### src/rtl/core/assert_macros.svh
// Assertion macros shared by the RTL of the stereo view warp.
// Depends on nothing; files that check take it by include.
`ifndef ASSERT_MACROS_SVH
`define ASSERT_MACROS_SVH
`ifndef SYNTHESIS
// same-cycle implication
`define DSVW_ASSERT_IMP(lbl, clk, rst_n, ante, cons, msg) \
	lbl: assert property (@(posedge clk) disable iff (!rst_n) (ante) |-> (cons)) \
		else $error(msg);
// next-cycle implication
`define DSVW_ASSERT_NXT(lbl, clk, rst_n, ante, cons, msg) \
	lbl: assert property (@(posedge clk) disable iff (!rst_n) (ante) |=> (cons)) \
		else $error(msg);
`else
`define DSVW_ASSERT_IMP(lbl, clk, rst_n, ante, cons, msg)
`define DSVW_ASSERT_NXT(lbl, clk, rst_n, ante, cons, msg)
`endif
`endif

### src/rtl/core/dsvw_pkg.sv
// Shared types, constants and codes of the stereo view warp.
// Depends on nothing; used by every other file of the block but dsvw_ram and assert_macros.svh.
package dsvw_pkg;

	// line geometry
	localparam int MAX_WIDTH  = 1024;
	localparam int COL_W      = $clog2(MAX_WIDTH);
	localparam int WID_W      = COL_W + 1;
	localparam int LINE_DEPTH = 2 * MAX_WIDTH;
	localparam int ADDR_W     = $clog2(LINE_DEPTH);
	localparam int OUTCOL_W   = 10;

	// pixel and depth fields
	localparam int CH_W     = 8;
	localparam int COLOUR_W = 3 * CH_W;
	localparam int DEPTH_W  = 16;
	localparam int DVS_W    = DEPTH_W - 1;

	// configuration
	localparam int FB_W        = 32;
	localparam int RW_W        = 11;
	localparam int DEPTH_SHIFT = 8;
	localparam int PADDR_W     = 3;
	localparam int PDATA_W     = 32;
	localparam logic [FB_W-1:0] FB_RESET = FB_W'(7680000);
	localparam logic [RW_W-1:0] RW_RESET = RW_W'(640);

	// register index codes (paddr bit above the word offset)
	localparam logic REG_FOCAL = 1'b0;
	localparam logic REG_WIDTH = 1'b1;

	// divider: (focal_baseline >> 8) / depth
	localparam int DVD_W     = FB_W - DEPTH_SHIFT;
	localparam int DIV_STEPS = DVD_W;
	localparam int DIV_CNT_W = $clog2(DIV_STEPS);

	// queue between front and back
	localparam int QUEUE_DEPTH = 2;
	localparam int QPTR_W      = $clog2(QUEUE_DEPTH);
	localparam int QCNT_W      = $clog2(QUEUE_DEPTH + 1);

	// classified word handed from front to back
	typedef struct packed {
		logic [COLOUR_W-1:0] colour;
		logic [DVS_W-1:0]    depth;
		logic                depth_ok;
		logic [COL_W-1:0]    col;
		logic                last;
		logic                wbank;
	} pix_entry_t;

	typedef struct packed {
		logic full;
		logic empty;
	} q_stat_t;

	typedef struct packed {
		logic             start;
		logic [DVD_W-1:0] dividend;
		logic [DVS_W-1:0] divisor;
	} div_req_t;

	typedef struct packed {
		logic             done;
		logic [DVD_W-1:0] quotient;
	} div_rsp_t;

	typedef enum logic [2:0] {
		BK_SWEEP,
		BK_IDLE,
		BK_READ,
		BK_CLEAR,
		BK_DIV,
		BK_WRITE,
		BK_EMIT
	} back_state_t;

endpackage

### src/rtl/core/dsvw_queue.sv
// Short FIFO of classified words between front and back.
// Depends on dsvw_pkg.
module dsvw_queue (
	input  logic                 clk,
	input  logic                 arst_n,
	input  logic                 push,
	input  dsvw_pkg::pix_entry_t push_data,
	input  logic                 pop,
	output dsvw_pkg::pix_entry_t pop_data,
	output dsvw_pkg::q_stat_t    stat
);
	import dsvw_pkg::*;

	pix_entry_t        mem_q [QUEUE_DEPTH];
	logic [QPTR_W-1:0] wr_ptr_q;
	logic [QPTR_W-1:0] rd_ptr_q;
	logic [QCNT_W-1:0] cnt_q;

	// pointers and fill level
	always_ff @(posedge clk or negedge arst_n) begin
		if (!arst_n) begin
			wr_ptr_q <= '0;
			rd_ptr_q <= '0;
			cnt_q    <= '0;
		end else begin
			if (push) begin
				wr_ptr_q <= (wr_ptr_q == QPTR_W'(QUEUE_DEPTH - 1)) ? '0 : wr_ptr_q + 1'b1;
			end
			if (pop) begin
				rd_ptr_q <= (rd_ptr_q == QPTR_W'(QUEUE_DEPTH - 1)) ? '0 : rd_ptr_q + 1'b1;
			end
			if (push && !pop) begin
				cnt_q <= cnt_q + 1'b1;
			end else if (pop && !push) begin
				cnt_q <= cnt_q - 1'b1;
			end
		end
	end

	// storage
	always_ff @(posedge clk) begin
		if (push) begin
			mem_q[wr_ptr_q] <= push_data;
		end
	end

	assign pop_data   = mem_q[rd_ptr_q];
	assign stat.full  = (cnt_q == QCNT_W'(QUEUE_DEPTH));
	assign stat.empty = (cnt_q == '0);

endmodule

### config.mk
export PLATFORM = sky130hd
export DESIGN_NAME = dsvw_queue
export DESIGN_NICKNAME = d
export VERILOG_FILES = /design/src/rtl/core/assert_macros.svh /design/src/rtl/core/dsvw_pkg.sv /design/src/rtl/core/dsvw_queue.sv
export SDC_FILE = /design/constraint.sdc
export NUM_CORES = 1
export LEC_CHECK = 0
export BUFFER_PORTS_ARGS = -buffer_cell sky130_fd_sc_hd__buf_2
export CORE_MARGIN = 2
export CORE_UTILIZATION = 40
export DETAILED_ROUTE_END_ITERATION = 8
export MAX_ROUTING_LAYER = met4
export PLACE_DENSITY = 0.74
export SETUP_SLACK_MARGIN = 0.3
export SLEW_MARGIN = 0
export SYNTH_ARGS = -nofsm -noshare
export SYNTH_HDL_FRONTEND = slang
export SYNTH_SLANG_ARGS = --single-unit
### constraint.sdc
create_clock -name clk -period 3.7 [get_ports clk]
set_input_delay 0.37 -clock clk [delete_from_list [all_inputs] [get_ports clk]]
set_output_delay 0.37 -clock clk [all_outputs]
set_load 0.05 [all_outputs]
==> results by group <==
Outcome
  – Status: finished, final reports clean

Worst hold path
  – WHS Path Cells: 2
  – Worst hold endpoint: rd_ptr_q
  – Hold WC Path Type: in2reg
  – Worst hold start: pop

Synth
  – YS warnings: 0
  – Post-Synth Adder-Cell Area: less than 1%
  – Largest family of logic cells by synthesized area: multiplexers
  – Syn Std Cell Area: between 0.004 and 0.005 mm²
  – Cell variety after synth: 13
  – Synth Instances: 178
  – Seq cells post-synth: approximately 110
  – Syn avg cell area: around 24 µm²
  – Sequential fraction of the synthesis area: between 70 and 80%
  – Compound-gate portion of the synthesized area: 0%
  – Simple-Gate Fraction of Synth Area: less than 1%
  – Synth area leaders: edfxtp_1 75%, mux2_4 18%, buf_12 2.4%
  – Mux contribution to synthesized area: between 10% and 20%
  – Post-Synth XOR/XNOR Area: 1.05%
  – Share of the synthesized area in the top cell type: 74.5%
  – Cell taking the most area after synthesis: edfxtp_1
  – Syn nets: between 200 and 250

STA
  – Final slew viol count: 0
  – Fmax: 399 MHz
  – Crit share post-route: between 60% and 70%
  – Fin. Hold Viols: 0
  – Final setup fails: 0
  – Clock skew: around 0.017 ns
  – Worst-Margin Slew: between 1 and 1.5 ns
  – Setup TNS: 0 ns
  – Setup WS post-layout: 1.20 ns
  – RSZ-0062 raised after global routing: no
  – Rel. slew slack: approximately 33%
  – Fin crit period: 2.50 ns

Finish
  – Number of antenna diodes: 0
  – Fraction of final layout cells sized beyond drive strength 1: roughly three fifths
  – Synth-to-layout area growth: 20.2%
  – Post-Layout Cell Count: about 440
  – Nets: roughly 350

Pwr
  – Leakage: a little over 2 nW
  – Power, Total: 0.00438 W
  – Peak supply drop: between 0.7 and 0.8 mV
  – Cell Pwr Density: between 800 and 900 mW/mm²

Worst setup path
  – Worst r2r src: wr_ptr_q
  – CP required: approximately 3.3 ns
  – RR Endpoint: mem_q[1][1]
  – Crit path capture type: output pin
  – Critical Path Source Type: flop
  – Critical path class: reg2out
  – Worst-path fanout max: 53
  – FF-to-FF setup slack: 1.74 ns
  – FF-to-FF path depth: 2
  – WP data arrival: about 2.1 ns

Drt
  – Drt wl/cell: approximately 15 µm
  – Post-DRT Antenna Nets: 0
  – Remaining DRCs: 0
  – Post-Route WL: about 6.7 mm
  – 1st-iter DRT viols: 31
  – Routed vias: slightly below 2000
  – Pre-Repair DR Iteration Count: 4
  – Vias per inst: around 4.5

Placed design
  – Setup WS pre-CTS: about 1.6 ns
  – Detailed placement HPWL: 4.41 mm
  – Total placed cells including tap cells: 419
  – Port buffer count: 109
  – Gp weighted congestion: approximately 0.67

Die
  – Die height: between 100 and 150 µm
  – Die area: 0.0113 mm²
  – I/O pins: 110
  – Rows: 37
  – DIE WIDTH: around 110 µm
  – Initial core utilization: between 40% and 50%
  – Core Region: 0.0102 mm²

Clock tree
  – CTS tree: yes
  – Num CTS Buffers: 9
  – Clk slew on worst S/H paths: 0.10 ns
  – Clock sink total: 108
  – Root Driver: clkbuf_8
  – H-tree levels: 3
  – Clock Tree Buf Depth: 2
  – Clock latency on the worst-skew pair: between 0.3 and 0.4 ns
  – Resize count post-CTS: 0

Global route
  – Initial antenna violation count: 0
  – First-pass GRT wire length: between 10 and 15 mm
  – Pin count of the biggest net entering global routing: 54
  – GR Overflow Total: 0
  – GRT Total Usage: roughly an eighth
  – Vias in the first global route: just over 2000

Run
  – Max cap viols: 0
-- state kept, by name, indices dropped and copies added, names as in the netlist --
signal    cells
cnt_q         2
mem_q       104
rd_ptr_q      1
wr_ptr_q      1
-- layer usage --
metal  up-vias  global-route usage [%]  share of wire [%]
met5         -                       -                  0
met4         0                    4.51                1.1
met3         9                    3.68                5.7
met2        65                    20.7                 51
met1       966                    15.0                 42
li1        923                       -                  -
-- power by group --
part	switching, W	internal (W)
Combinational	0.00120	0.000639
Clock	0.000374	0.000314
Sequential	0.000225	0.00163
Total	0.00180	0.00258
-- worst max-delay path: stages, from the launching register on --
cell	delay (ns)
dfrtp_4	1.05
mux2_2	0.41
buf_2	0.21
-- logic make-up after synthesis --
group                      Yosys count
buffers and inverters                7
DFF                                108
xor gates and xnor gates             5
and+or+nand+nor                      5
muxes                               52
adders and majority gates            1
-- how the worst max path moves through the flow --
stage                  start  slack, ns            to  cells past startpoint
floorplan           wr_ptr_q       0.51   mem_q[0][0]                      1
global placement    rd_ptr_q       1.62  pop_data[40]                      2
detailed placement  rd_ptr_q       1.61  pop_data[40]                      2
CTS                 rd_ptr_q       1.19  pop_data[40]                      2
global route        rd_ptr_q       1.09  pop_data[40]                      2
finish              rd_ptr_q       1.20  pop_data[35]                      2
-- synth_stat cells --
master / number
mux2_4: 49
nor2_1: 2
xor2_1: 4
ha_1: 1
buf_12: 5
buf_6: 1
mux2_2: 3
xnor2_1: 1
dfrtp_1: 4
and2_1: 1
nor2b_1: 2
edfxtp_1: 104
inv_1: 1
-- placed cells by master (no fill, tap or decap) --
cell	netlist	routed
dfrtp_1	4	3
dfrtp_4	0	1
ha_1	1	1
clkbuf_1	0	1
nor2b_1	2	1
buf_2	0	109
mux2_2	3	3
inv_1	1	1
clkinv_4	0	2
inv_6	0	1
clkinv_1	0	2
buf_12	5	1
xor2_1	4	4
clkbuf_8	0	9
nor2_1	2	2
buf_4	0	1
bufinv_16	0	1
mux2_4	49	49
nor2b_4	0	1
dlygate4sd3_1	0	1
xnor2_1	1	1
edfxtp_1	104	104
and2_2	0	1
-- final cells by class --
type | count | area (µm²)
fill | 888 | 5190
clock buffer | 10 | 128
sequential | 108 | 3230
timing repair buffer | 112 | 583
inverter | 1 | 3.75
tap | 136 | 170
clock inverter | 6 | 63.8
multi-input combinational | 63 | 861
-- through the flow --
| stage | util (%) | instance area (µm²) | hold slack [ns] |
|---|---|---|---|
| floorplan | - | 4190 | 0.0744 |
| global placement | 47.3 | 4830 | 0.181 |
| detailed placement | 47.3 | 4830 | 0.184 |
| CTS | 49.2 | 5040 | 0.165 |
| global route | 49.2 | 5040 | 0.164 |
| finish | 49.2 | 5040 | 0.189 |
-- timing repair --
item | in CTS | in global routing
hold buffers | 1 | 0
endpoints found under the hold margin | 4 | 0
setup buffers | 0 | 0
(Power assumes the default switching activity.)
