File: config.mk
export PLATFORM = sky130hd
export DESIGN_NAME = dsvw_front_flat
export DESIGN_NICKNAME = d
export VERILOG_FILES = /design/src/rtl/core/assert_macros.svh /design/src/rtl/core/dsvw_pkg.sv /design/src/rtl/core/dsvw_if.sv /design/src/rtl/core/dsvw_front.sv /design/src/flat_wrapper.sv
export SDC_FILE = /design/constraint.sdc
export NUM_CORES = 1
export LEC_CHECK = 0
export ABC_AREA = 0
export BUFFER_PORTS_ARGS = -buffer_cell sky130_fd_sc_hd__buf_2
export CELL_PAD_IN_SITES_DETAIL_PLACEMENT = 0
export CELL_PAD_IN_SITES_GLOBAL_PLACEMENT = 1
export CORE_MARGIN = 1
export CORE_UTILIZATION = 34
export CTS_BUF_LIST = sky130_fd_sc_hd__clkbuf_16
export CTS_CLUSTER_SIZE = 30
export DETAILED_ROUTE_END_ITERATION = 16
export HOLD_SLACK_MARGIN = 0.03
export PLACE_DENSITY_LB_ADDON = 0.1
export SYNTH_ARGS = -nofsm -noshare
export SYNTH_HDL_FRONTEND = slang
export SYNTH_SLANG_ARGS = --single-unit
File: constraint.sdc
create_clock -name clk -period 8.14 [get_ports clk]
set_clock_uncertainty 0.05 [all_clocks]
set_input_delay 1.221 -clock clk [delete_from_list [all_inputs] [get_ports clk]]
set_output_delay 1.221 -clock clk [all_outputs]
set_load 0.02 [all_outputs]
File: src/rtl/core/assert_macros.svh
// Assertion macros shared by the RTL of the stereo view warp.
// Depends on nothing; files that check take it by include.
`ifndef ASSERT_MACROS_SVH
`define ASSERT_MACROS_SVH
`ifndef SYNTHESIS
// same-cycle implication
`define DSVW_ASSERT_IMP(lbl, clk, rst_n, ante, cons, msg) \
	lbl: assert property (@(posedge clk) disable iff (!rst_n) (ante) |-> (cons)) \
		else $error(msg);
// next-cycle implication
`define DSVW_ASSERT_NXT(lbl, clk, rst_n, ante, cons, msg) \
	lbl: assert property (@(posedge clk) disable iff (!rst_n) (ante) |=> (cons)) \
		else $error(msg);
`else
`define DSVW_ASSERT_IMP(lbl, clk, rst_n, ante, cons, msg)
`define DSVW_ASSERT_NXT(lbl, clk, rst_n, ante, cons, msg)
`endif
`endif

File: src/rtl/core/dsvw_pkg.sv
// Shared types, constants and codes of the stereo view warp.
// Depends on nothing; used by every other file of the block but dsvw_ram and assert_macros.svh.
package dsvw_pkg;

	// line geometry
	localparam int MAX_WIDTH  = 1024;
	localparam int COL_W      = $clog2(MAX_WIDTH);
	localparam int WID_W      = COL_W + 1;
	localparam int LINE_DEPTH = 2 * MAX_WIDTH;
	localparam int ADDR_W     = $clog2(LINE_DEPTH);
	localparam int OUTCOL_W   = 10;

	// pixel and depth fields
	localparam int CH_W     = 8;
	localparam int COLOUR_W = 3 * CH_W;
	localparam int DEPTH_W  = 16;
	localparam int DVS_W    = DEPTH_W - 1;

	// configuration
	localparam int FB_W        = 32;
	localparam int RW_W        = 11;
	localparam int DEPTH_SHIFT = 8;
	localparam int PADDR_W     = 3;
	localparam int PDATA_W     = 32;
	localparam logic [FB_W-1:0] FB_RESET = FB_W'(7680000);
	localparam logic [RW_W-1:0] RW_RESET = RW_W'(640);

	// register index codes (paddr bit above the word offset)
	localparam logic REG_FOCAL = 1'b0;
	localparam logic REG_WIDTH = 1'b1;

	// divider: (focal_baseline >> 8) / depth
	localparam int DVD_W     = FB_W - DEPTH_SHIFT;
	localparam int DIV_STEPS = DVD_W;
	localparam int DIV_CNT_W = $clog2(DIV_STEPS);

	// queue between front and back
	localparam int QUEUE_DEPTH = 2;
	localparam int QPTR_W      = $clog2(QUEUE_DEPTH);
	localparam int QCNT_W      = $clog2(QUEUE_DEPTH + 1);

	// classified word handed from front to back
	typedef struct packed {
		logic [COLOUR_W-1:0] colour;
		logic [DVS_W-1:0]    depth;
		logic                depth_ok;
		logic [COL_W-1:0]    col;
		logic                last;
		logic                wbank;
	} pix_entry_t;

	typedef struct packed {
		logic full;
		logic empty;
	} q_stat_t;

	typedef struct packed {
		logic             start;
		logic [DVD_W-1:0] dividend;
		logic [DVS_W-1:0] divisor;
	} div_req_t;

	typedef struct packed {
		logic             done;
		logic [DVD_W-1:0] quotient;
	} div_rsp_t;

	typedef enum logic [2:0] {
		BK_SWEEP,
		BK_IDLE,
		BK_READ,
		BK_CLEAR,
		BK_DIV,
		BK_WRITE,
		BK_EMIT
	} back_state_t;

endpackage

File: src/rtl/core/dsvw_if.sv
// Stream interfaces of the stereo view warp: left pixels in, right pixels out.
// Depends on dsvw_pkg.
interface dsvw_pix_if;
	import dsvw_pkg::*;
	logic                 valid;
	logic                 ready;
	logic [CH_W-1:0]      blue;
	logic [CH_W-1:0]      green;
	logic [CH_W-1:0]      red;
	logic [DEPTH_W-1:0]   depth;
	logic                 frame_start;

	modport source (output valid, blue, green, red, depth, frame_start, input ready);
	modport sink (input valid, blue, green, red, depth, frame_start, output ready);
endinterface


File: src/rtl/core/dsvw_front.sv
// Front of the warp: takes pixels, tracks column and bank, classifies depth.
// Depends on dsvw_pkg and dsvw_pix_if.
module dsvw_front (
	input  logic                   clk,
	input  logic                   arst_n,
	input  logic [dsvw_pkg::RW_W-1:0] row_width,
	input  logic                   enable,
	input  dsvw_pkg::q_stat_t      q_stat,
	dsvw_pix_if.sink               pix,
	output logic                   q_push,
	output dsvw_pkg::pix_entry_t   q_data
);
	import dsvw_pkg::*;

	logic [COL_W-1:0] column_count_q;
	logic             write_bank_q;

	logic [WID_W-1:0] w;
	logic [COL_W-1:0] col_raw;
	logic [COL_W-1:0] col;
	logic [COL_W-1:0] w_m1;
	logic             last;

	// width in use: zero reads as one, large values saturate
	always_comb begin
		priority if (row_width == '0) begin
			w = WID_W'(1);
		end else if (int'(row_width) > MAX_WIDTH) begin
			w = WID_W'(MAX_WIDTH);
		end else begin
			w = WID_W'(row_width);
		end
	end

	// column of this word, clipped to the last column
	assign w_m1    = COL_W'(w - 1'b1);
	assign col_raw = pix.frame_start ? '0 : column_count_q;
	assign col     = ({1'b0, col_raw} >= w) ? w_m1 : col_raw;
	assign last    = (col == w_m1);

	// handshake
	assign pix.ready = enable && !q_stat.full;
	assign q_push    = pix.valid && pix.ready;

	// classified word
	always_comb begin
		q_data.colour   = {pix.red, pix.green, pix.blue};
		q_data.depth    = pix.depth[DVS_W-1:0];
		q_data.depth_ok = !pix.depth[DEPTH_W-1] && (pix.depth != '0);
		q_data.col      = col;
		q_data.last     = last;
		q_data.wbank    = write_bank_q;
	end

	// column counter and bank toggle
	always_ff @(posedge clk or negedge arst_n) begin
		if (!arst_n) begin
			column_count_q <= '0;
			write_bank_q   <= 1'b0;
		end else if (q_push) begin
			if (last) begin
				column_count_q <= '0;
				write_bank_q   <= !write_bank_q;
			end else begin
				column_count_q <= col + 1'b1;
			end
		end
	end

endmodule

File: src/flat_wrapper.sv
// flat-port wrapper written by rule: the top's interface ports become plain ports
module dsvw_front_flat import dsvw_pkg::*;
  (clk, arst_n, row_width, enable, q_stat, q_push, q_data, pix_valid, pix_blue, pix_green, pix_red, pix_depth, pix_frame_start, pix_ready);
  dsvw_pix_if pix_i ();
  input  logic clk;
  input  logic arst_n;
  input  logic [dsvw_pkg::RW_W-1:0] row_width;
  input  logic enable;
  input  dsvw_pkg::q_stat_t q_stat;
  output logic q_push;
  output dsvw_pkg::pix_entry_t q_data;
  input wire logic [$bits(pix_i.valid)-1:0] pix_valid;
  input wire logic [$bits(pix_i.blue)-1:0] pix_blue;
  input wire logic [$bits(pix_i.green)-1:0] pix_green;
  input wire logic [$bits(pix_i.red)-1:0] pix_red;
  input wire logic [$bits(pix_i.depth)-1:0] pix_depth;
  input wire logic [$bits(pix_i.frame_start)-1:0] pix_frame_start;
  output wire logic [$bits(pix_i.ready)-1:0] pix_ready;
  assign pix_i.valid = pix_valid;
  assign pix_i.blue = pix_blue;
  assign pix_i.green = pix_green;
  assign pix_i.red = pix_red;
  assign pix_i.depth = pix_depth;
  assign pix_i.frame_start = pix_frame_start;
  assign pix_ready = pix_i.ready;
  dsvw_front u_core (.clk(clk), .arst_n(arst_n), .row_width(row_width), .enable(enable), .q_stat(q_stat), .pix(pix_i), .q_push(q_push), .q_data(q_data));
endmodule
==> out/metrics.yaml <==
sta:
  drv_slew: 0
  finalSetupTns_ps: 0
  whs_ps: 436
  fmax_ghz: 0.163
  worst_pin_slew_ps: 660
  rsz0062_at_grt: "no"
  finalSetupViolations: 0
  period_share: 0.753
  relSlewSlack: 0.556
  hold_viol: 0
  period_minus_slack_ps: 6130
logic_synthesis:
  netlist_area_mm2: 0.00203
  synth-edff-count: 0
  yosys_warnings: 0
  synth_cell_types: 53
  synth-main-ff-cell: "dfrtp_1"
  syn_inst: 264
  async_flop_share: 1.00
  ys_ff_latch: 11
  yosysSeqAreaShare: 0.135
  synth_fp_nets: 334
  synth.avg_cell_area_um2: 7.71
floorplanning:
  die_w_um: 79.4
  core.rowCount: 27
  die_h_um: 79.4
  floorplan.initialDensity: 0.361
  io_pins: 112
  coreArea_mm2: 0.00564
  die-area_mm2: 0.00630
outcome:
  status: "finished clean"
global_route:
  grt_overflow: 0
  grt_antenna_before_repair: 0
  grt_first_pass_wirelength_mm: 8.59
  first_global_vias: 1752
  grt_max_degree: 21
  grtUsageTotal: 0.176
setup_path:
  cp_data_arrival_time_ps: 4860
  required_ps: 6870
  crit_type: "in2out"
  critPathCaptureType: "primary output"
  critical_path_peak_fanout: 14
  cp-start-kind: "input pin"
clock_network:
  clock_sinks: 11
  cts_buffers: 3
  cts-root-buf: "clkbuf_16"
  clkLatencyLatePin_ps: 240
  cts.clk_slew.worst_paths_ps: 40
  cts_resized: 0
  hold_buffers: 0
  cts_buffer_depth: 2
  cts_tree: "done"
  htreeDepth: 1
  postCtsSetupRepairBufs: 0
routing:
  routed_wl_mm: 5.49
  detail_route.wl_per_cell_um: 15.7
  ant_nets: 0
  drt_iter0_markers: 85
  drtPass1Iterations: 4
  vias_per_cell: 5.51
  vias: 1928
  drc: 0
flow_run:
  cap_viol_max_count: 0
worst_hold_path:
  min_path_type: "reg2reg"
power_and_ir_drop:
  power.total_uw: 451
  p_leak_nw: 1.01
  cellPowerDensity_mw_per_mm2: 207
  vdd_drop_max_uv: 150
place:
  dpl.hpwl_mm: 4.46
  gp_congestion: 0.731
  dpl.cell_count: 346
  port_buffers: 62
finish:
  layout_commonest_cell: "buf_2"
  synthToLayoutAreaGrowth_pct: 6.83
  num_antenna_cells: 0
  final_cell_count_no_fill: 350
  final_util: 0.385
  nNetsFinal: 349
  drive_gt1_frac: 0.299
  final_cell_mix: "buf_2 (62), nand2_1 (17), nor2_1 (15)"
[logic make-up after synthesis]
kind of cell    Yosys count  synth area share
mux                      12            0.0615
buf+inv                  66             0.199
xor+xnor                 13            0.0560
simple gates             86             0.236
flops                    11             0.135
compound gates           64             0.239
fa+ha+maj                12            0.0738
[flip-flops by register name, indices dropped and copies added (netlist names)]
name                   count
u_core.write_bank_q        1
u_core.column_count_q     10
[where the power goes]
group | total, mW | switching, mW | internal (mW)
combinational | 0.266 | 0.158 | 0.108
sequential | 0.0969 | 0.0219 | 0.0750
clock | 0.0882 | 0.0237 | 0.0644
[cell usage after synthesis, types with 2 or more instances]
master	number	area, um2
o32ai_1	2	17.5
nor3_1	4	20.0
dfrtp_1	11	275
mux2i_1	8	80.1
nand4_1	3	18.8
buf_2	2	10.0
a21oi_1	12	60.1
ha_1	12	150
clkbuf_1	10	37.5
nand2b_1	10	62.6
mux2_2	4	45.0
or4_1	3	22.5
nor4_1	7	43.8
buf_4	41	308
a211oi_1	5	37.5
nor2b_1	8	50.1
xor2_1	2	17.5
a211o_1	3	26.3
a31oi_1	2	12.5
nor2_1	15	56.3
nand2_1	17	63.8
inv_1	13	48.8
nand3_1	6	30.0
or2_2	4	25.0
xnor2_1	11	96.3
o31ai_1	3	22.5
o21ai_0	10	50.1
a22o_1	8	70.1
nor2_2	2	12.5
o211ai_1	3	22.5
[area by class of cell]
type / instances / area [um2]
well taps: 72 / 90.1
clock buffers: 3 / 75.1
inverters: 13 / 48.8
fillers: 614 / 3470
repair buffers: 63 / 318
multi-input cells: 187 / 1360
clock inverters: 1 / 3.75
flip-flops and latches: 11 / 275
[stage by stage]
step,worst slack (ps),cell area (um2)
detailed placement,2030,2090
global placement,1950,2090
floorplan,2730,2030
CTS,2020,2170
global route,1750,2170
finish,2010,2170
[critical path, cell delays in order]
cell and delay (ps):
buf_2 150, nor4_1 590, a31oi_1 200, nor2_2 300, inv_1 80, ha_1 350
nor2b_1 240, or2_2 270, a211o_1 300, a32oi_1 190, o2111ai_1 170, o41ai_4 520
buf_2 260
[worst paths after layout]
kind,from,to,slack (ps),depth (start not counted)
max,row_width[8],q_data[1],2010,13
min,u_core.write_bank_q,u_core.write_bank_q,440,1
max reg2reg,u_core.column_count_q[4],u_core.column_count_q[4],4710,12
min reg2reg,u_core.write_bank_q,u_core.write_bank_q,440,1
max in group asynchronous,arst_n,u_core.column_count_q[5],7040,1
min in group asynchronous,arst_n,u_core.column_count_q[9],800,1
[routing by layer]
| layer | wire length (um) | global-route usage | vias to the layer above |
|---|---|---|---|
| li1 | - | - | 956 |
| met5 | 0 | 0 | - |
| met1 | 2600 | 0.233 | 891 |
| met4 | 23 | 0.0273 | 0 |
| met3 | 287 | 0.0276 | 8 |
| met2 | 2590 | 0.304 | 73 |
(Power assumes the default switching activity.)
